==> config.mk <==
export PLATFORM = sky130hd
export DESIGN_NAME = e2f_div_cell
export DESIGN_NICKNAME = d
export VERILOG_FILES = /design/src/rtl/core/e2f_pkg.sv /design/src/rtl/core/e2f_div_cell.sv
export SDC_FILE = /design/constraint.sdc
export NUM_CORES = 1
export LEC_CHECK = 0
export BUFFER_PORTS_ARGS = -buffer_cell sky130_fd_sc_hd__buf_4
export CAP_MARGIN = 10
export CELL_PAD_IN_SITES_DETAIL_PLACEMENT = 0
export CELL_PAD_IN_SITES_GLOBAL_PLACEMENT = 1
export CORE_UTILIZATION = 31
export DETAILED_ROUTE_END_ITERATION = 8
export PLACE_DENSITY = 0.83
export REMOVE_ABC_BUFFERS = 1
export SYNTH_ARGS = -nofsm -noshare
export SYNTH_HDL_FRONTEND = slang
export SYNTH_SLANG_ARGS = --single-unit
==> constraint.sdc <==
create_clock -name aclk -period 2.9 [get_ports aclk]
set_clock_uncertainty 0.1 [all_clocks]
set_input_delay 0.145 -clock aclk [delete_from_list [all_inputs] [get_ports aclk]]
set_output_delay 0.145 -clock aclk [all_outputs]
set_load 0.005 [all_outputs]
==> src/rtl/core/e2f_pkg.sv <==
// Shared types, constants and helper functions for the equirectangular to
// fisheye coordinate unit. No dependencies.
package e2f_pkg;

    localparam int GRID_SIZE_DEF = 512;

    localparam int COL_W   = 9;
    localparam int ROW_W   = 9;
    localparam int FOCAL_W = 12;
    localparam int SPAN_W  = 13;
    localparam int OUT_W   = 18;

    localparam int ANG_W    = 32;
    localparam int CW       = 34;
    localparam int VAL_W    = 32;
    localparam int CORDIC_N = 24;

    localparam int DIV_Q_W = 30;
    localparam int DEN_W   = SPAN_W + 14;
    localparam int NUM_W   = 44;

    localparam logic signed [CW-1:0]    GAIN_INV = 34'sd652032874;
    localparam logic signed [VAL_W-1:0] Q30_ONE  = 32'sd1073741824;

    localparam logic [FOCAL_W-1:0] FOCAL_RST = 12'd900;
    localparam logic [SPAN_W-1:0]  SPAN_RST  = 13'd2880;

    localparam logic signed [33:0] HALF_Q16 = 34'sd32768;
    localparam logic signed [33:0] OUT_MAX  = 34'sd131071;
    localparam logic signed [33:0] OUT_MIN  = -34'sd131072;

    localparam logic [ANG_W-1:0] ATAN_BAM [CORDIC_N] = '{
        32'h20000000, 32'h12E4051E, 32'h09FB385B, 32'h051111D4,
        32'h028B0D43, 32'h0145D7E1, 32'h00A2F61E, 32'h00517C55,
        32'h0028BE53, 32'h00145F2E, 32'h000A2F98, 32'h000517CC,
        32'h00028BE6, 32'h000145F3, 32'h0000A2F9, 32'h0000517C,
        32'h000028BE, 32'h0000145F, 32'h00000A2F, 32'h00000517,
        32'h0000028B, 32'h00000145, 32'h000000A2, 32'h00000051
    };

    typedef enum logic {
        CFG_FOCAL = 1'b0,
        CFG_SPAN  = 1'b1
    } cfg_index_t;

    // quadrant fix-up carried alongside a rotation chain
    typedef struct packed {
        logic       exact;
        logic [1:0] quad;
        logic       neg;
    } rot_fix_t;

    typedef struct packed {
        logic signed [CW-1:0] x;
        logic signed [CW-1:0] y;
        logic signed [CW-1:0] z;
        rot_fix_t             fix;
    } rot_pre_t;

    typedef struct packed {
        logic signed [VAL_W-1:0] co;
        logic signed [VAL_W-1:0] si;
    } sincos_t;

    typedef struct packed {
        logic signed [CW-1:0] x;
        logic signed [CW-1:0] y;
        logic [ANG_W-1:0]     z;
    } vec_pre_t;

    // fold the angle into the right half plane before rotation
    function automatic rot_pre_t rot_pre(input logic [ANG_W-1:0] a);
        rot_pre_t         r;
        logic [ANG_W-1:0] a2;
        r.fix.quad  = a[ANG_W-1:ANG_W-2];
        r.fix.exact = (a[ANG_W-3:0] == '0);
        r.fix.neg   = (a[ANG_W-1:ANG_W-2] == 2'd1) || (a[ANG_W-1:ANG_W-2] == 2'd2);
        a2          = {a[ANG_W-1] ^ r.fix.neg, a[ANG_W-2:0]};
        r.z         = CW'($signed(a2));
        r.x         = GAIN_INV;
        r.y         = '0;
        return r;
    endfunction

    // undo the fold, or give exact values on quarter turns
    function automatic sincos_t rot_post(input rot_fix_t f, input logic signed [CW-1:0] x,
                                         input logic signed [CW-1:0] y);
        sincos_t              r;
        logic signed [CW-1:0] nx;
        logic signed [CW-1:0] ny;
        nx = f.neg ? -x : x;
        ny = f.neg ? -y : y;
        if (f.exact) begin
            unique case (f.quad)
                2'd0: begin r.co = Q30_ONE;  r.si = '0;       end
                2'd1: begin r.co = '0;       r.si = Q30_ONE;  end
                2'd2: begin r.co = -Q30_ONE; r.si = '0;       end
                default: begin r.co = '0;    r.si = -Q30_ONE; end
            endcase
        end else begin
            r.co = $signed(nx[VAL_W-1:0]);
            r.si = $signed(ny[VAL_W-1:0]);
        end
        return r;
    endfunction

    // move the vector into the right half plane before vectoring
    function automatic vec_pre_t vec_pre(input logic signed [VAL_W-1:0] x,
                                         input logic signed [VAL_W-1:0] y);
        vec_pre_t r;
        if (x < 0) begin
            r.x = -CW'(x);
            r.y = -CW'(y);
            r.z = 32'h80000000;
        end else begin
            r.x = CW'(x);
            r.y = CW'(y);
            r.z = '0;
        end
        return r;
    endfunction

    function automatic logic [OUT_W-1:0] sat_out(input logic signed [33:0] v);
        logic signed [33:0] c;
        if (v > OUT_MAX) begin
            c = OUT_MAX;
        end else if (v < OUT_MIN) begin
            c = OUT_MIN;
        end else begin
            c = v;
        end
        return c[OUT_W-1:0];
    endfunction

endpackage

==> src/rtl/core/e2f_div_cell.sv <==
// One restoring-division step: brings down one dividend bit, forms one quotient bit.
// Depends on e2f_pkg.
module e2f_div_cell #(
    parameter int BIT    = 0,
    parameter int SIDE_W = 1
) (
    input  logic                            aclk,
    input  logic                            aresetn,
    input  logic                            en,
    input  logic [e2f_pkg::DEN_W-1:0]       den,
    input  logic                            in_valid,
    input  logic [e2f_pkg::DEN_W-1:0]       in_rem,
    input  logic [e2f_pkg::DIV_Q_W-1:0]     in_quo,
    input  logic [e2f_pkg::DIV_Q_W-1:0]     in_num,
    input  logic [SIDE_W-1:0]               in_side,
    output logic                            out_valid,
    output logic [e2f_pkg::DEN_W-1:0]       out_rem,
    output logic [e2f_pkg::DIV_Q_W-1:0]     out_quo,
    output logic [e2f_pkg::DIV_Q_W-1:0]     out_num,
    output logic [SIDE_W-1:0]               out_side
);
    logic                          valid_reg;
    logic [e2f_pkg::DEN_W-1:0]     rem_reg, rem_next;
    logic [e2f_pkg::DIV_Q_W-1:0]   quo_reg, quo_next;
    logic [e2f_pkg::DIV_Q_W-1:0]   num_reg;
    logic [SIDE_W-1:0]             side_reg;
    logic [e2f_pkg::DEN_W:0]       r2;
    logic                          ge;

    always_comb begin
        r2       = {in_rem, in_num[BIT]};
        ge       = (r2 >= {1'b0, den});
        rem_next = ge ? e2f_pkg::DEN_W'(r2 - {1'b0, den}) : e2f_pkg::DEN_W'(r2);
        quo_next = {in_quo[e2f_pkg::DIV_Q_W-2:0], ge};
    end

    always_ff @(posedge aclk) begin
        if (!aresetn) begin
            valid_reg <= 1'b0;
        end else if (en) begin
            valid_reg <= in_valid;
        end
    end

    always_ff @(posedge aclk) begin
        if (en) begin
            rem_reg  <= rem_next;
            quo_reg  <= quo_next;
            num_reg  <= in_num;
            side_reg <= in_side;
        end
    end

    assign out_valid = valid_reg;
    assign out_rem   = rem_reg;
    assign out_quo   = quo_reg;
    assign out_num   = num_reg;
    assign out_side  = side_reg;
endmodule

==> run_results.csv <==
group,metric,value,unit
run_status,status,"complete, no violations",
final_layout,drive_gt1_share,36.7,%
timing,fin_crit,2.78,ns
synth,yosysWarningCount,0,
floorplan,row_count,43,
synth,synth_edf_count,88,
timing,relSlewSlack,63.3,%
critical_path,crit_family,"compound AO/OA/AOI/OAI gates",
detailed_routing,wl_per_cell,14.9,um
timing,tightest_slew,0.551,ns
placement,io_buffers,206,
floorplan,die_h,122,um
critical_path,cp_data_required_time,2.88,ns
synth,synthFlopType,"edfxtp_1",
detailed_routing,dr.pass1.iters,4,
clocking,clk_pin_slew,0.06,ns
timing,setup_viol,0,
critical_path,cp_max_fo,5,
flow_run,drv_cap,0,
synth,syn_inst,377,
grt,grt_max_degree,54,
synth,synth.distinct_cells,56,
grt,gr-usage-met2,30.8,%
critical_path,cpMaxStageDelayCell,"dlygate4sd3_1",
grt,antenna_found_initial,0,
final_layout,final_nets,815,
final_layout,area_growth,64.1,%
synth,syn-cell-area,0.00447,mm^2
floorplan,core-area,0.0140,mm^2
clocking,cts_buffer_depth,2,
timing,finalMaxSlewViolations,0,
clocking,clkLatencyLatePin,0.33,ns
clocking,cts_buffers,9,
critical_path,worstPathArrival,2.76,ns
pwr,power.total,3580,uW
synth,syn_avg_cell_area,11.8,um^2
critical_path,crit_buf_inv,2,
grt,overflow,0,
detailed_routing,drtIter0Drc,194,
critical_path,start_kind,"primary input",
floorplan,initial_core_util,31.9,%
grt,gr-max-usage-layer,"met2",
pwr,p_leak,0.00318,uW
timing,finalHoldViolCount,0,
clocking,clockRootBuffer,"clkbuf_16",
clocking,clock-sinks,89,
grt,grt_pass1_wl,18600,um
detailed_routing,ant_nets,0,
timing,timing.fmax,0.360,GHz
detailed_routing,num_vias,3950,
critical_path,slowest_delay,0.54,ns
critical_path,crit_type,"primary input to flop",
worst_hold_path,holdPathStages,3,
grt,grt_pass1_vias,3898,
synth,synth.yosys.seq_area_share,59.6,%
timing,worst_slack,0.121,ns
detailed_routing,drc,0,
critical_path,r2r_cells,3,
floorplan,die_w,122,um
placement,post-place-ws,0.0322,ns
grt,grtUsageMet3,3.56,%
placement,hpwl,9170,um
placement,gp_congestion,0.774,
critical_path,cp.depth,11,
grt,grt.total_usage,16.4,%
floorplan,die_area,0.0149,mm^2
pwr,ir_worst_vdd,0.282,mV
clocking,cts_tree,"built",
placement,dpl.cell_count,762,
final_layout,antennaDiodeCount,0,
detailed_routing,vias_per_cell,4.63,
detailed_routing,wl,12700,um
pwr,powerDensity,488,mW/mm^2
worst_hold_path,min_path_type,"primary input to flop",
clocking,htreeDepth,3,
final_layout,final_cell_count_no_fill,853,
critical_path,crit_path_end_kind,"flop",
grt,use_met1,17.7,%
synth,synthArstFlopShare,0,%
timing,fin_crit_sh,95.8,%
floorplan,ios,208,
critical_path,crit_chain,"dlygate4sd3_1, buf_4, ha_1, nand4_1, o22ai_1, o311ai_2, a21oi_1, o2111ai_1, nand3_1, a211oi_1, nor3_1",
synth,ys_ff_latch,89,
final_layout,num-fill-cells,1212,
## logic make-up after synthesis
family	synth area share, %
AO/OA/AOI/OAI	14.7
multiplexers	0.476
XOR/XNOR	3.92
flip-flops	59.6
buffers and inverters	3.95
AND/OR/NAND/NOR	9.36
adder cells (fa/ha/maj)	8.01
## power breakdown
part           internal (uW)  total, uW  switching, uW
Clock                    590       1080            487
Combinational            492        885            392
Sequential              1580       1620           39.9
## layer usage
| metal | vias up | wire length [um] |
|---|---|---|
| met5 | - | 0 |
| met4 | 0 | 276 |
| met3 | 16 | 764 |
| met2 | 128 | 6640 |
| met1 | 1834 | 5030 |
| li1 | 1972 | - |
## cell usage after synthesis, types with 2 or more instances
master     number  area share [%]
o21bai_1        3            0.50
buf_2           3            0.34
a21oi_1        25             2.8
nor2_1         16             1.3
xnor2_1        12             2.4
nor3_1          5            0.56
a211oi_1        6             1.0
inv_1          35             2.9
o21a_1          2            0.34
o211ai_1        2            0.34
and3_1          2            0.28
xor2_1          8             1.6
o21ai_0        37             4.1
nand3_1         4            0.45
nor2b_1         4            0.56
a31o_2          2            0.39
edfxtp_1       88              59
o2111ai_1       2            0.39
nand2b_1        3            0.42
nand4_1         4            0.56
o31ai_1         2            0.34
and4_1          3            0.59
a31oi_1         2            0.28
clkbuf_1        2            0.17
a21o_1          4            0.67
nand2_1        45             3.8
ha_1           27             7.6
## placed cells by master, fill, tap and decap left out, types with 2 or more instances in the layout
master and count:
nand2b_1 3, a211oi_1 3, inv_6 2, inv_1 35, nor2_1 15, xor2_1 8, clkinv_4 2, o21ai_0 35
a21o_1 4, o21a_1 2, nor3_1 5, buf_6 2, nor2b_1 4, nand4_1 4, o21bai_1 3, a211oi_2 4
a31o_2 2, a21oi_2 2, a31oi_1 2, o2111ai_1 2, o211ai_1 2, a21oi_1 24, ha_1 26, clkbuf_16 9
dlygate4sd3_1 73, edfxtp_1 88, buf_4 211, o21ai_1 3, xnor2_1 12, clkinvlp_4 2, and4_1 3, nand2_1 45
nand3_1 4
## sequential cells by signal, summed over array words and instances, names as in the netlist
signal and count:
out_side 1, out_num 30, out_quo 30, out_rem 27
out_valid 1
## metrics by stage
stage | area (um^2) | TNS, ns | hold WS [ns] | util, %
6_report | 7330 | 0 | 0.00423 | 52.4
5_1_grt | 7330 | -0.0110 | 0.00612 | 52.4
4_1_cts | 7260 | 0 | 0.00213 | 51.9
3_5_place_dp | 6250 | 0 | 0.224 | 44.7
3_3_place_gp | 6250 | 0 | 0.224 | 44.7
2_1_floorplan | 4420 | -0.272 | 0.144 | -
## final cells by class
type	count	area, um^2	area share [%]
Sequential cell	89	2660	36.3
Timing Repair Buffer	287	2360	32.2
Multi-Input combinational cell	245	1670	22.8
Clock buffer	10	229	3.12
Tap cell	180	225	3.07
Inverter	36	135	1.84
Clock inverter	6	50.0	0.683
## what timing repair did
item | CTS | global route
endpoints found under the hold margin | 73 | 0
setup buffers | 0 | 2
resized for setup | 0 | 15
hold buffers | 73 | 0
endpoints found under the setup margin | 0 | 27
## path summary, 6_finish.rpt
| path | startpoint | endpoint | slack, ns |
|---|---|---|---|
| setup reg to reg | out_valid | out_valid | 1.62 |
| setup / recovery | in_rem[4] | out_rem[25] | 0.12 |
| hold / removal | in_rem[10] | out_rem[11] | 0.004 |
| hold reg to reg | out_valid | out_valid | 0.99 |
## worst register-to-register path, delay by kind of cell, from the launching register on
family	cells	cell delay, ns
buffers and inverters	1	0.55
flip-flops	1	0.31
multiplexers	1	0.15
AND/OR/NAND/NOR	1	0.06
Note: power is estimated with default switching activity, not from simulation.
