--- src/rtl/core/e2f_pkg.sv ---
// Shared types, constants and helper functions for the equirectangular to
// fisheye coordinate unit. No dependencies.
package e2f_pkg;

    localparam int GRID_SIZE_DEF = 512;

    localparam int COL_W   = 9;
    localparam int ROW_W   = 9;
    localparam int FOCAL_W = 12;
    localparam int SPAN_W  = 13;
    localparam int OUT_W   = 18;

    localparam int ANG_W    = 32;
    localparam int CW       = 34;
    localparam int VAL_W    = 32;
    localparam int CORDIC_N = 24;

    localparam int DIV_Q_W = 30;
    localparam int DEN_W   = SPAN_W + 14;
    localparam int NUM_W   = 44;

    localparam logic signed [CW-1:0]    GAIN_INV = 34'sd652032874;
    localparam logic signed [VAL_W-1:0] Q30_ONE  = 32'sd1073741824;

    localparam logic [FOCAL_W-1:0] FOCAL_RST = 12'd900;
    localparam logic [SPAN_W-1:0]  SPAN_RST  = 13'd2880;

    localparam logic signed [33:0] HALF_Q16 = 34'sd32768;
    localparam logic signed [33:0] OUT_MAX  = 34'sd131071;
    localparam logic signed [33:0] OUT_MIN  = -34'sd131072;

    localparam logic [ANG_W-1:0] ATAN_BAM [CORDIC_N] = '{
        32'h20000000, 32'h12E4051E, 32'h09FB385B, 32'h051111D4,
        32'h028B0D43, 32'h0145D7E1, 32'h00A2F61E, 32'h00517C55,
        32'h0028BE53, 32'h00145F2E, 32'h000A2F98, 32'h000517CC,
        32'h00028BE6, 32'h000145F3, 32'h0000A2F9, 32'h0000517C,
        32'h000028BE, 32'h0000145F, 32'h00000A2F, 32'h00000517,
        32'h0000028B, 32'h00000145, 32'h000000A2, 32'h00000051
    };

    typedef enum logic {
        CFG_FOCAL = 1'b0,
        CFG_SPAN  = 1'b1
    } cfg_index_t;

    // quadrant fix-up carried alongside a rotation chain
    typedef struct packed {
        logic       exact;
        logic [1:0] quad;
        logic       neg;
    } rot_fix_t;

    typedef struct packed {
        logic signed [CW-1:0] x;
        logic signed [CW-1:0] y;
        logic signed [CW-1:0] z;
        rot_fix_t             fix;
    } rot_pre_t;

    typedef struct packed {
        logic signed [VAL_W-1:0] co;
        logic signed [VAL_W-1:0] si;
    } sincos_t;

    typedef struct packed {
        logic signed [CW-1:0] x;
        logic signed [CW-1:0] y;
        logic [ANG_W-1:0]     z;
    } vec_pre_t;

    // fold the angle into the right half plane before rotation
    function automatic rot_pre_t rot_pre(input logic [ANG_W-1:0] a);
        rot_pre_t         r;
        logic [ANG_W-1:0] a2;
        r.fix.quad  = a[ANG_W-1:ANG_W-2];
        r.fix.exact = (a[ANG_W-3:0] == '0);
        r.fix.neg   = (a[ANG_W-1:ANG_W-2] == 2'd1) || (a[ANG_W-1:ANG_W-2] == 2'd2);
        a2          = {a[ANG_W-1] ^ r.fix.neg, a[ANG_W-2:0]};
        r.z         = CW'($signed(a2));
        r.x         = GAIN_INV;
        r.y         = '0;
        return r;
    endfunction

    // undo the fold, or give exact values on quarter turns
    function automatic sincos_t rot_post(input rot_fix_t f, input logic signed [CW-1:0] x,
                                         input logic signed [CW-1:0] y);
        sincos_t              r;
        logic signed [CW-1:0] nx;
        logic signed [CW-1:0] ny;
        nx = f.neg ? -x : x;
        ny = f.neg ? -y : y;
        if (f.exact) begin
            unique case (f.quad)
                2'd0: begin r.co = Q30_ONE;  r.si = '0;       end
                2'd1: begin r.co = '0;       r.si = Q30_ONE;  end
                2'd2: begin r.co = -Q30_ONE; r.si = '0;       end
                default: begin r.co = '0;    r.si = -Q30_ONE; end
            endcase
        end else begin
            r.co = $signed(nx[VAL_W-1:0]);
            r.si = $signed(ny[VAL_W-1:0]);
        end
        return r;
    endfunction

    // move the vector into the right half plane before vectoring
    function automatic vec_pre_t vec_pre(input logic signed [VAL_W-1:0] x,
                                         input logic signed [VAL_W-1:0] y);
        vec_pre_t r;
        if (x < 0) begin
            r.x = -CW'(x);
            r.y = -CW'(y);
            r.z = 32'h80000000;
        end else begin
            r.x = CW'(x);
            r.y = CW'(y);
            r.z = '0;
        end
        return r;
    endfunction

    function automatic logic [OUT_W-1:0] sat_out(input logic signed [33:0] v);
        logic signed [33:0] c;
        if (v > OUT_MAX) begin
            c = OUT_MAX;
        end else if (v < OUT_MIN) begin
            c = OUT_MIN;
        end else begin
            c = v;
        end
        return c[OUT_W-1:0];
    endfunction

endpackage

--- src/rtl/core/e2f_rot_cell.sv ---
// One CORDIC rotation-mode iteration with a side channel.
// Depends on e2f_pkg.
module e2f_rot_cell #(
    parameter int SHIFT  = 0,
    parameter int SIDE_W = 1
) (
    input  logic                           aclk,
    input  logic                           aresetn,
    input  logic                           en,
    input  logic                           in_valid,
    input  logic signed [e2f_pkg::CW-1:0]  in_x,
    input  logic signed [e2f_pkg::CW-1:0]  in_y,
    input  logic signed [e2f_pkg::CW-1:0]  in_z,
    input  logic [SIDE_W-1:0]              in_side,
    output logic                           out_valid,
    output logic signed [e2f_pkg::CW-1:0]  out_x,
    output logic signed [e2f_pkg::CW-1:0]  out_y,
    output logic signed [e2f_pkg::CW-1:0]  out_z,
    output logic [SIDE_W-1:0]              out_side
);
    logic                          valid_reg;
    logic signed [e2f_pkg::CW-1:0] x_reg, x_next;
    logic signed [e2f_pkg::CW-1:0] y_reg, y_next;
    logic signed [e2f_pkg::CW-1:0] z_reg, z_next;
    logic [SIDE_W-1:0]             side_reg;
    logic signed [e2f_pkg::CW-1:0] dx, dy, da;

    always_comb begin
        dx = in_y >>> SHIFT;
        dy = in_x >>> SHIFT;
        da = $signed(e2f_pkg::CW'(e2f_pkg::ATAN_BAM[SHIFT]));
        if (!in_z[e2f_pkg::CW-1]) begin
            x_next = in_x - dx;
            y_next = in_y + dy;
            z_next = in_z - da;
        end else begin
            x_next = in_x + dx;
            y_next = in_y - dy;
            z_next = in_z + da;
        end
    end

    always_ff @(posedge aclk) begin
        if (!aresetn) begin
            valid_reg <= 1'b0;
        end else if (en) begin
            valid_reg <= in_valid;
        end
    end

    always_ff @(posedge aclk) begin
        if (en) begin
            x_reg    <= x_next;
            y_reg    <= y_next;
            z_reg    <= z_next;
            side_reg <= in_side;
        end
    end

    assign out_valid = valid_reg;
    assign out_x     = x_reg;
    assign out_y     = y_reg;
    assign out_z     = z_reg;
    assign out_side  = side_reg;
endmodule

--- config.mk ---
export PLATFORM = sky130hd
export DESIGN_NAME = e2f_rot_cell
export DESIGN_NICKNAME = d
export VERILOG_FILES = /design/src/rtl/core/e2f_pkg.sv /design/src/rtl/core/e2f_rot_cell.sv
export SDC_FILE = /design/constraint.sdc
export NUM_CORES = 1
export LEC_CHECK = 0
export ABC_AREA = 1
export BUFFER_PORTS_ARGS = -buffer_cell sky130_fd_sc_hd__buf_2
export CORE_MARGIN = 5
export CORE_UTILIZATION = 54
export CTS_CLUSTER_SIZE = 8
export DETAILED_ROUTE_END_ITERATION = 6
export PLACE_DENSITY = 0.78
export REMOVE_ABC_BUFFERS = 1
export SLEW_MARGIN = 40
export SYNTH_ARGS = -nofsm -noshare
export SYNTH_HDL_FRONTEND = slang
export SYNTH_SLANG_ARGS = --single-unit
--- constraint.sdc ---
create_clock -name aclk -period 3.2 [get_ports aclk]
set_clock_uncertainty 0.1 [all_clocks]
set_input_delay 0.64 -clock aclk [delete_from_list [all_inputs] [get_ports aclk]]
set_output_delay 0.64 -clock aclk [all_outputs]
set_load 0.02 [all_outputs]
==> results by group, run 1 <==
Power
  – P_leak: 0.006138 uW
  – VDD IR max: 0.0002591 V
  – Pwr per Cell Area: 406.2 nW/um^2

Yosys
  – Post-synth cell types: 46
  – Top cells by area, synth: edfxtp_1, nand2_1, ha_1
  – Synth Register Bits: 103
  – Cell area after synthesis: 10580 um^2
  – Yosys Warn Count: 0
  – Syn_area_per_cell: 6.937 um^2
  – Post-synth ARST share: 0%
  – Synth Instances: 1525
  – Cell accounting for the most synthesized area: edfxtp_1
  – Main synth FF type: edfxtp_1
  – Sequential area share after synthesis: 29.14%
  – Post-synth EDFFs: 102
  – Yosys top cell area share: 28.95%

Clocking
  – Sink Count: 103
  – Num CTS Buffers: 9
  – # resized after CTS: 0
  – Postcts setup bufs: 0
  – Worst-path clk slew: 0.09 ns
  – Root Buffer: clkbuf_16
  – CTS tree: yes
  – Depth of the CTS H-tree: 3
  – Clock tree buffer depth: 2
  – Worst-Skew Late Latency: 0.36 ns
  – Cts hold-fix bufs: 0

Critical path
  – Cell repeated most along the worst path: nand2_1
  – Worst path required time: 3.23 ns
  – Critical-path top delay cell: fa_1
  – Critical-path maximum fanout: 5
  – Crit start category: primary input
  – Cell Chain, Critical Path: buf_2 -> ha_1 -> fa_1 -> inv_1 -> nor2_1 -> nor2_1 -> o21ai_2 -> nand2_1 -> nand2_1 -> nand2_1 -> nand3_1 -> nand3_1 -> nand2_1
  – CP endpoint kind: flop
  – Critical path class: in2reg
  – Cell family with most CP delay: simple AND/OR/NAND/NOR gates
  – Buf/Inv on CP: 2
  – Worst path max stage delay: 0.52 ns
  – CP arrival: 2.76 ns

Timing
  – Slew of the pin with the lowest slew margin: 0.7126 ns
  – Tmin final: 2.725 ns
  – Worst rel slew slack: 52.49%
  – RSZ-0062 raised after global routing: no
  – Final setup fails: 0
  – Max-slew violation total from the final report: 0
  – Sum Neg Setup Slack: 0 ns
  – Final hold vios: 0
  – Max Fclk: 367.0 MHz
  – Final critical-path share of the clock period: 85.15%

Finish
  – Post-route cell area: 12150 um^2
  – Area of the multi-input gates: 6374 um^2
  – Commonest cells after routing, fill and taps aside: nand2_1, buf_2, inv_1, nand3_1, nor2_1
  – Most common cell after layout, fill and taps aside: nand2_1
  – Seq. cell area: 3083 um^2
  – Ant. Diodes: 0
  – Area growth, synth to finish: 14.84%
  – Final nets: 1935
  – Layout fillers: 1867
  – Share of cells above drive strength 1: 18.37%

Job
  – Max Cap Viol: 0

Route
  – Routed WL per cell: 17.21 um
  – Vias: 11020
  – WL final: 34.27 mm
  – ANT nets after route: 0
  – Via-to-Cell Ratio: 5.534
  – Residual DRC: 0
  – Initial drt markers: 911
  – Pre-Repair DR Iteration Count: 7

Status
  – Status: finished, final reports clean

GRT
  – GRT overflow: 0
  – Vias in the first global route: 10470
  – Total Routing Usage GR: 30.01%
  – Antenna violations before repair: 0
  – First-pass GRT wire length: 52.99 mm
  – Largest net degree at the start of global routing: 63

Placed design
  – Post-DP HPWL: 28.57 mm
  – # port buffers: 210
  – GP Congestion: 1.034
  – Post-DP Area: 11830 um^2

Floorplan
  – Die ar.: 22490 um^2
  – Chip Width: 150.0 um
  – Overall die height: 150.0 um
  – Num ports: 211
  – Total core area: 19400 um^2
  – Rows: 51
  – Starting Density: 54.53%

Min path
  – Worst Hold Class: in2reg
==> flip-flops by register name, indices dropped and copies added (netlist names) <==
signal     flops
out_z         34
out_x         34
out_valid      1
out_y         33
out_side       1
==> metal layers <==
layer	GRT usage, %	routed length, um	up-vias
li1	-	-	5395
met1	39.37	14700	5022
met2	49.74	15510	518
met3	5.027	2796	84
met4	11.34	1267	0
met5	0	0	-
==> final cells by class <==
type / instances / share of cell area, %
flip-flops and latches: 103 / 25.38
multi-input cells: 1159 / 52.46
repair buffers: 230 / 10.01
well taps: 265 / 2.729
clock inverters: 7 / 0.8136
inverters: 218 / 6.756
clock buffers: 9 / 1.854
==> synth_stat cells (all sizes together), types with 2 or more instances <==
library cell	count
o211ai	6
nor2	144
nand3	143
a31oi	2
a21oi	128
o21ai	102
a21boi	2
o21a	2
o22ai	8
buf	38
edfxtp	102
or2	8
clkbuf	7
ha	103
o31ai	3
inv	217
nand3b	3
nor3	20
o21bai	10
xor2	25
nand4	13
nor4	2
nand2	414
fa	4
a21o	14
==> per-stage QoR <==
step | utilization (%) | hold WS [ns] | cells | power, uW | setup WS, ns
5_1_grt | 62.63 | 0.3257 | 1991 | 5212 | 0.2980
6_report | 62.63 | 0.3412 | 1991 | 4936 | 0.4751
2_1_floorplan | - | 0.5055 | 1480 | 3031 | 0.1818
3_3_place_gp | 60.96 | 0.4174 | 1975 | 3691 | 0.1197
3_5_place_dp | 60.96 | 0.4340 | 1975 | 3714 | 0.1072
4_1_cts | 62.63 | 0.3322 | 1991 | 4913 | 0.5046
==> cell families after synthesis <==
logic type	Yosys count	share of synthesized area, %
adder cells (fa/ha/maj)	107	12.94
AO/OA/AOI/OAI	278	14.49
flip-flops	103	29.14
XOR/XNOR	25	2.070
AND/OR/NAND/NOR	748	30.66
buffers and inverters	263	10.61
multiplexers	1	0.09462
==> worst paths after layout <==
path              cells after the start  slack, ns                   start                endpoint
hold reg to reg                       2       0.45  out_valid$_SDFFE_PN0P_  out_valid$_SDFFE_PN0P_
setup / recovery                     13       0.48                 in_x[0]     out_x[24]$_DFFE_PP_
hold / removal                        1       0.34                in_z[20]     out_z[20]$_DFFE_PP_
setup reg to reg                      2       2.47  out_valid$_SDFFE_PN0P_  out_valid$_SDFFE_PN0P_
==> report_power, final <==
group | internal [uW] | total, uW | leakage [uW] | switching [uW]
clock network | 577 | 1200 | 0.000157 | 628
logic | 626 | 2000 | 0.00498 | 1370
registers | 1690 | 1730 | 0.00101 | 38.4
No activity file was read; power rests on OpenSTA's default activity.
==> run 2: changes to the inputs <==
--- a/config.mk
+++ b/config.mk
@@ -5,13 +5,12 @@
 export SDC_FILE = /design/constraint.sdc
 export NUM_CORES = 1
 export LEC_CHECK = 0
-export ABC_AREA = 1
 export BUFFER_PORTS_ARGS = -buffer_cell sky130_fd_sc_hd__buf_2
 export CORE_MARGIN = 5
 export CORE_UTILIZATION = 54
 export CTS_CLUSTER_SIZE = 8
 export DETAILED_ROUTE_END_ITERATION = 6
-export PLACE_DENSITY = 0.78
+export PLACE_DENSITY = 0.8
 export REMOVE_ABC_BUFFERS = 1
 export SLEW_MARGIN = 40
 export SYNTH_ARGS = -nofsm -noshare
==> run 2 against run 1 <==
Net effect: the flow now finishes with violations (DRC, setup timing); synthesized area is 17% lower; final area is 0.12% higher; hold slack better by 0.015 ns; sequential power is 3% higher; utilization is 14 points higher; largest power group unchanged; clock power hardly changed; routed wire length is 12% lower; global-route usage is 0.43 points lower; critical path depth stayed put; via count is 18% lower; sequential share of layout area hardly changed.
==> results by group, run 2 <==
Finish
  – Most common cell after layout, fill and taps aside: buf_4
  – Commonest cells after routing, fill and taps aside: buf_4, buf_2, a21oi_1, edfxtp_1
  – Ant. Diodes: 0 (unchanged)
  – Area growth, synth to finish: 38.18%
  – Post-route cell area: 12160 um^2 (+0.12%)
  – Share of cells above drive strength 1: 37.17% (+19 points)
  – Layout fillers: 1137 (-39%)
  – Final nets: 1554 (-20%)

Route
  – Pre-Repair DR Iteration Count: 7 (unchanged)
  – ANT nets after route: 0 (unchanged)
  – Initial drt markers: 962 (+5.6%)
  – Met2 Routed Length: 14.99 mm (-3.3%)
  – Residual DRC: 1 (+1)
  – Top sig layer: met4
  – M1 WL: 11.89 mm (-19%)
  – WL final: 30.07 mm (-12%)
  – Via-to-Cell Ratio: 5.823 (+5.2%)
  – Vias: 9089 (-18%)
  – Routed WL per cell: 19.26 um (+12%)
  – Met3 wire length: 2.505 mm (-10%)

Yosys
  – Synth Register Bits: 103 (unchanged)
  – Commonest cells post-synth: a21oi_1, ha_1, edfxtp_1
  – Cell accounting for the most synthesized area: edfxtp_1
  – Most numerous cell in the Yosys netlist: a21oi_1
  – Post-synth ARST share: 0% (unchanged)
  – Top cells by area, synth: edfxtp_1, ha_1, a21oi_1
  – Main synth FF type: edfxtp_1
  – Post-synth EDFFs: 102 (unchanged)
  – Sequential area share after synthesis: 35.02% (+5.9 points)
  – Yosys top cell area share: 34.79% (+5.8 points)
  – Yosys Warn Count: 0 (unchanged)
  – Syn_area_per_cell: 9.189 um^2 (+32%)
  – Synth Instances: 958 (-37%)
  – Post-synth cell types: 72 (+57%)
  – Cell area after synthesis: 8803 um^2 (-17%)

Status
  – Status: finished with violations
  – Violated checks: DRC, setup timing

Clocking
  – Num CTS Buffers: 9 (unchanged)
  – Worst-path clk slew: 0.08 ns (about the same)
  – Root Buffer: clkbuf_16
  – CTS tree: yes
  – Sink Count: 103 (unchanged)
  – Worst-Skew Late Latency: 0.35 ns (about the same)
  – Clock tree buffer depth: 2 (unchanged)
  – Depth of the CTS H-tree: 3 (unchanged)

Placed design
  – GP Congestion: 1.032 (-0.15%)
  – Post-DP HPWL: 23.25 mm (-19%)
  – Post-DP Area: 11430 um^2 (-3.3%)
  – # port buffers: 210 (unchanged)
  – Setup WS pre-CTS: -0.5412 ns (-0.6484 ns)

Floorplan
  – Die ar.: 18960 um^2 (-16%)
  – Chip Width: 137.7 um (-8.2%)
  – Overall die height: 137.7 um (-8.2%)
  – Num ports: 211 (unchanged)
  – Rows: 46 (-9.8%)
  – Starting Density: 55.22% (+0.68 points)
  – Total core area: 15940 um^2 (-18%)

Power
  – Pwr Total: 5160 uW (+4.5%)
  – VDD IR max: 0.0002893 V (+12%)
  – Pwr per Cell Area: 424.2 nW/um^2 (+4.4%)
  – P_leak: 0.005676 uW (-7.5%)

Timing
  – Final setup fails: 6 (+6)
  – Max-slew violation total from the final report: 0 (unchanged)
  – Worst rel slew slack: 51.90% (-0.59 points)
  – Tmin final: 3.273 ns (+0.5478 ns)
  – Max Fclk: 305.6 MHz (-17%)
  – Slew of the pin with the lowest slew margin: 0.7215 ns (+0.008888 ns)
  – Final hold vios: 0 (unchanged)
  – Final worst slack: -0.07278 ns (-0.5478 ns)
  – RSZ-0062 raised after global routing: yes
  – Final critical-path share of the clock period: 102.3% (+17 points)

Min path
  – Worst Hold Class: in2reg

Critical path
  – Critical path class: in2reg
  – CP endpoint kind: flop
  – Critical-path maximum fanout: 3 (-2)
  – Worst path required time: 3.20 ns (-0.03 ns)
  – CP arrival: 3.27 ns (+0.51 ns)
  – Crit start category: primary input

Job
  – Max Cap Viol: 0 (unchanged)

GRT
  – Antenna violations before repair: 0 (unchanged)
  – Vias in the first global route: 8742 (-16%)
  – First-pass GRT wire length: 44.06 mm (-17%)
  – Total Routing Usage GR: 29.58% (-0.43 points)
  – Largest net degree at the start of global routing: 67 (+6.3%)
  – GRT overflow: 0 (unchanged)
run 2: changes by cell type after synthesis, sizes merged, moves of 16 or more:
cell / previous run / this run
clkbuf: 7 / 32
xnor2: 0 / 59
mux2i: 1 / 17
o21ai: 102 / 54
nand2: 414 / 44
inv: 217 / 102
xor2: 25 / 8
nand3: 143 / 15
nor2: 144 / 68
buf: 38 / 13
run 2: final cells by class:
| cell class | count | area [um^2] | share of cell area [%] |
|---|---|---|---|
| clock buffer | 9 | 225.2 | 1.851 |
| clock inverter | 7 | 98.84 | 0.8126 |
| inverter | 104 | 395.4 | 3.250 |
| multi-input combinational | 706 | 5440 | 44.72 |
| sequential | 103 | 3083 | 25.34 |
| tap | 216 | 270.3 | 2.222 |
| timing repair buffer | 416 | 2651 | 21.80 |
run 2: metrics by stage:
step | TNS, ns | hold WS [ns] | utilization [%] | cells
floorplan | -2.428 | 0.4893 | - | 913
global placement | -10.00 | 0.3898 | 71.72 | 1537
detailed placement | -13.21 | 0.4189 | 71.72 | 1537
CTS | -0.05732 | 0.3439 | 74.90 | 1556
global route | -1.197 | 0.3416 | 76.30 | 1561
finish | -0.2059 | 0.3567 | 76.30 | 1561
run 2: cells by family (layout without fill, tap and decap cells):
group,Yosys count,count (layout),synth area share (%)
AO/OA/AOI/OAI,323,323,23.89
XOR/XNOR,67,67,6.666
adder cells (fa/ha/maj),107,107,15.55
buffers and inverters,149,536,6.623
flip-flops,103,103,35.02
multiplexers,17,17,1.933
AND/OR/NAND/NOR,192,192,10.32
run 2: final timing paths:
| kind | start | to | slack [ns] | cells past startpoint |
|---|---|---|---|---|
| hold / removal | in_z[12] | out_z[12]$_DFFE_PP_ | 0.36 | 1 |
| hold reg to reg | out_valid$_SDFFE_PN0P_ | out_valid$_SDFFE_PN0P_ | 0.43 | 2 |
| setup reg to reg | out_valid$_SDFFE_PN0P_ | out_valid$_SDFFE_PN0P_ | 2.49 | 2 |
| setup / recovery | in_x[7] | out_x[30]$_DFFE_PP_ | -0.07 | 13 |
run 2: worst max-delay path: stages:
cell,delay [ns]
buf_6,0.10
inv_2,0.09
ha_4,0.23
or3_4,0.35
or3_4,0.37
o211ai_4,0.21
nand3_2,0.14
a311oi_4,0.25
buf_4,0.17
a41oi_4,0.15
o41ai_4,0.26
a31oi_1,0.14
xnor2_1,0.18
run 2: power by group:
part / leakage, uW / switching (uW) / internal (uW) / total (uW)
logic: 0.00452 / 1290 / 901 / 2190
clock network: 0.000154 / 550 / 632 / 1180
registers: 0.00101 / 50.9 / 1730 / 1790
run 2: per-layer routing:
layer  global-route usage [%]  up-vias
li1                         -     4207
met1                    38.81     4296
met2                    51.36      521
met3                    4.054       65
met4                    7.594        0
met5                        0        -
run 2: timing repair:
action	4_1_cts	5_1_grt
hold buffers	0	0
gates resized for setup	28	39
pin swaps	9	19
endpoints found under the setup margin	18	23
setup buffers	3	5
endpoints found under the hold margin	0	0
cloned	0	0
==> run 3: changes to the inputs <==
--- a/config.mk
+++ b/config.mk
@@ -7,10 +7,10 @@
 export LEC_CHECK = 0
 export BUFFER_PORTS_ARGS = -buffer_cell sky130_fd_sc_hd__buf_2
 export CORE_MARGIN = 5
-export CORE_UTILIZATION = 54
+export CORE_UTILIZATION = 50
 export CTS_CLUSTER_SIZE = 8
 export DETAILED_ROUTE_END_ITERATION = 6
-export PLACE_DENSITY = 0.8
+export PLACE_DENSITY = 0.78
 export REMOVE_ABC_BUFFERS = 1
 export SLEW_MARGIN = 40
 export SYNTH_ARGS = -nofsm -noshare
==> constraint.sdc (replaced) <==
create_clock -name aclk -period 2.9 [get_ports aclk]
set_clock_uncertainty 0.1 [all_clocks]
set_input_delay 0.58 -clock aclk [delete_from_list [all_inputs] [get_ports aclk]]
set_output_delay 0.58 -clock aclk [all_outputs]
set_load 0.02 [all_outputs]
==> run 3 against run 2 <==
Net effect: the flow finishes with violations (setup timing); final area increased by 8.1%; worst setup slack lost 0.19 ns; sequential share of layout area down 1.9 points; total power grew 15%; final cell count is 4.9% higher; count of clock-buffer cells in the layout stayed put; clock power rose by 8%; routed wire length rose by 6.0%; critical path depth is 1 higher; largest cell class unchanged; largest power group unchanged.
==> results by group, run 3 (synthesis gave the netlist of run 2 again) <==
Status
  – Status: finished with violations
  – Violated checks: setup timing

Power
  – P_leak: 0.006079 uW (+7.1%)
  – Pwr per Cell Area: 449.4 nW/um^2 (+6.0%)
  – Pwr Total: 5911 uW (+15%)
  – VDD IR max: 0.0004232 V (+46%)

Route
  – Via-to-Cell Ratio: 5.666 (-2.7%)
  – Pre-Repair DR Iteration Count: 5 (-2)
  – Initial drt markers: 751 (-22%)
  – Residual DRC: 0 (-1)
  – ANT nets after route: 0 (unchanged)
  – WL final: 31.87 mm (+6.0%)
  – Vias: 9275 (+2.0%)
  – Routed WL per cell: 19.47 um (+1.1%)

Floorplan
  – Starting Density: 50.90% (-4.3 points)
  – Die ar.: 20360 um^2 (+7.4%)
  – Num ports: 211 (unchanged)
  – Overall die height: 142.7 um (+3.6%)
  – Rows: 48 (+4.3%)
  – Total core area: 17300 um^2 (+8.5%)
  – Chip Width: 142.7 um (+3.6%)

Clocking
  – Worst-path clk slew: 0.08 ns (about the same)
  – Depth of the CTS H-tree: 3 (unchanged)
  – Sink Count: 103 (unchanged)
  – Cts hold-fix bufs: 0 (unchanged)
  – Num CTS Buffers: 9 (unchanged)
  – Worst-Skew Late Latency: 0.36 ns (about the same)
  – CTS tree: yes
  – Clock tree buffer depth: 2 (unchanged)
  – Root Buffer: clkbuf_16

GRT
  – Antenna violations before repair: 0 (unchanged)
  – First-pass GRT wire length: 46.81 mm (+6.2%)
  – GRT overflow: 0 (unchanged)
  – Vias in the first global route: 8996 (+2.9%)
  – Total Routing Usage GR: 28.90% (-0.68 points)
  – Largest net degree at the start of global routing: 77 (+15%)

Finish
  – Final nets: 1621 (+4.3%)
  – Fin cells: 1637 (+4.9%)
  – Commonest cells after routing, fill and taps aside: buf_4, buf_2, a21oi_1, edfxtp_1
  – Ant. Diodes: 0 (unchanged)
  – Layout fillers: 1226 (+7.8%)
  – Share of cells above drive strength 1: 44.55% (+7.4 points)
  – Most common cell after layout, fill and taps aside: buf_4
  – Area growth, synth to finish: 49.40%

Timing
  – RSZ-0062 raised after global routing: yes
  – Final critical-path share of the clock period: 109.1%
  – Worst hold slack: 0.2881 ns (-0.06853 ns)
  – Sum Neg Setup Slack: -4.298 ns (-4.092 ns)
  – Slew of the pin with the lowest slew margin: 0.8038 ns (+0.08230 ns)
  – Tmin final: 3.165 ns
  – Final setup fails: 27 (+21)
  – Max-slew violation total from the final report: 0 (unchanged)
  – Final worst slack: -0.2649 ns (-0.1921 ns)
  – Max Fclk: 316.0 MHz
  – Final hold vios: 0 (unchanged)
  – Worst rel slew slack: 45.03% (-6.9 points)

Critical path
  – Critical-path maximum fanout: 5 (+2)
  – R2R depth: 2 (unchanged)
  – CP endpoint kind: flop
  – Critical path class: in2reg
  – Worst path required time: 2.91 ns (-0.29 ns)
  – Crit start category: primary input
  – CP arrival: 3.17 ns (-0.10 ns)

Placed design
  – Setup WS pre-CTS: -0.8409 ns (-0.2997 ns)
  – Post-DP HPWL: 24.49 mm (+5.3%)
  – DP Cell Count: 1604 (+4.4%)
  – # port buffers: 210 (unchanged)
  – GP Congestion: 1.000 (-3.1%)

Min path
  – Worst Hold Class: in2reg
  – Worst hold stages: 1 (unchanged)

Job
  – Max Cap Viol: 0 (unchanged)
## run 3: cell count changes in the layout (fill, tap and decap cells not counted), moves of 7 or more
cell     change
a21oi_1     -10
a21oi_2      +7
ha_4         +7
buf_4       +56
buf_6       +10
## run 3: worst max-delay path, cell delays in order
cell and delay [ns]:
buf_2 0.12, inv_1 0.11, ha_4 0.24, buf_4 0.16
nor2_1 0.24, o21ai_1 0.21, a21oi_4 0.22, o21ai_2 0.09
a211oi_2 0.33, o21ai_2 0.15, o41ai_4 0.24, buf_4 0.19
a41oi_2 0.13, xnor2_1 0.17
## run 3: routing by layer
| metal | share of wire [%] | global-route usage, % |
|---|---|---|
| met1 | 40 | 39.02 |
| met2 | 48 | 48.17 |
| met3 | 8.9 | 4.287 |
| met4 | 3.5 | 8.854 |
| met5 | 0 | 0 |
## run 3: worst paths after layout
path                     startpoint                endpoint  slack, ns
max                         in_x[3]     out_x[33]$_DFFE_PP_      -0.26
min                        in_z[15]     out_z[15]$_DFFE_PP_       0.29
max reg2reg  out_valid$_SDFFE_PN0P_  out_valid$_SDFFE_PN0P_       2.20
min reg2reg  out_valid$_SDFFE_PN0P_  out_valid$_SDFFE_PN0P_       0.44
## run 3: metrics by stage
stage | instance area (um^2) | util, %
2_1_floorplan | 8611 | -
3_3_place_gp | 11890 | 68.76
3_5_place_dp | 11890 | 68.76
4_1_cts | 12720 | 73.55
5_1_grt | 13150 | 76.04
6_report | 13150 | 76.04
## run 3: area by class of cell
| cell class | instances | area, um^2 | area share, % |
|---|---|---|---|
| tap | 225 | 281.5 | 2.140 |
| clock inverter | 7 | 80.08 | 0.6088 |
| clock buffer | 9 | 225.2 | 1.712 |
| multi-input combinational | 706 | 5856 | 44.52 |
| timing repair buffer | 483 | 3224 | 24.51 |
| inverter | 104 | 402.9 | 3.063 |
| sequential | 103 | 3083 | 23.44 |
## run 3: power by group
part,switching (uW),internal [uW],leakage (uW)
clock network,648,620,0.000146
logic,1520,1150,0.00493
registers,60.4,1910,0.00101
## run 3: timing repair
item / in CTS / in global routing
gates resized for setup: 96 / 75
endpoints found under the hold margin: 0 / 0
setup endpoints to repair: 37 / 37
pin swaps: 43 / 49
buffers inserted: 5 / 14
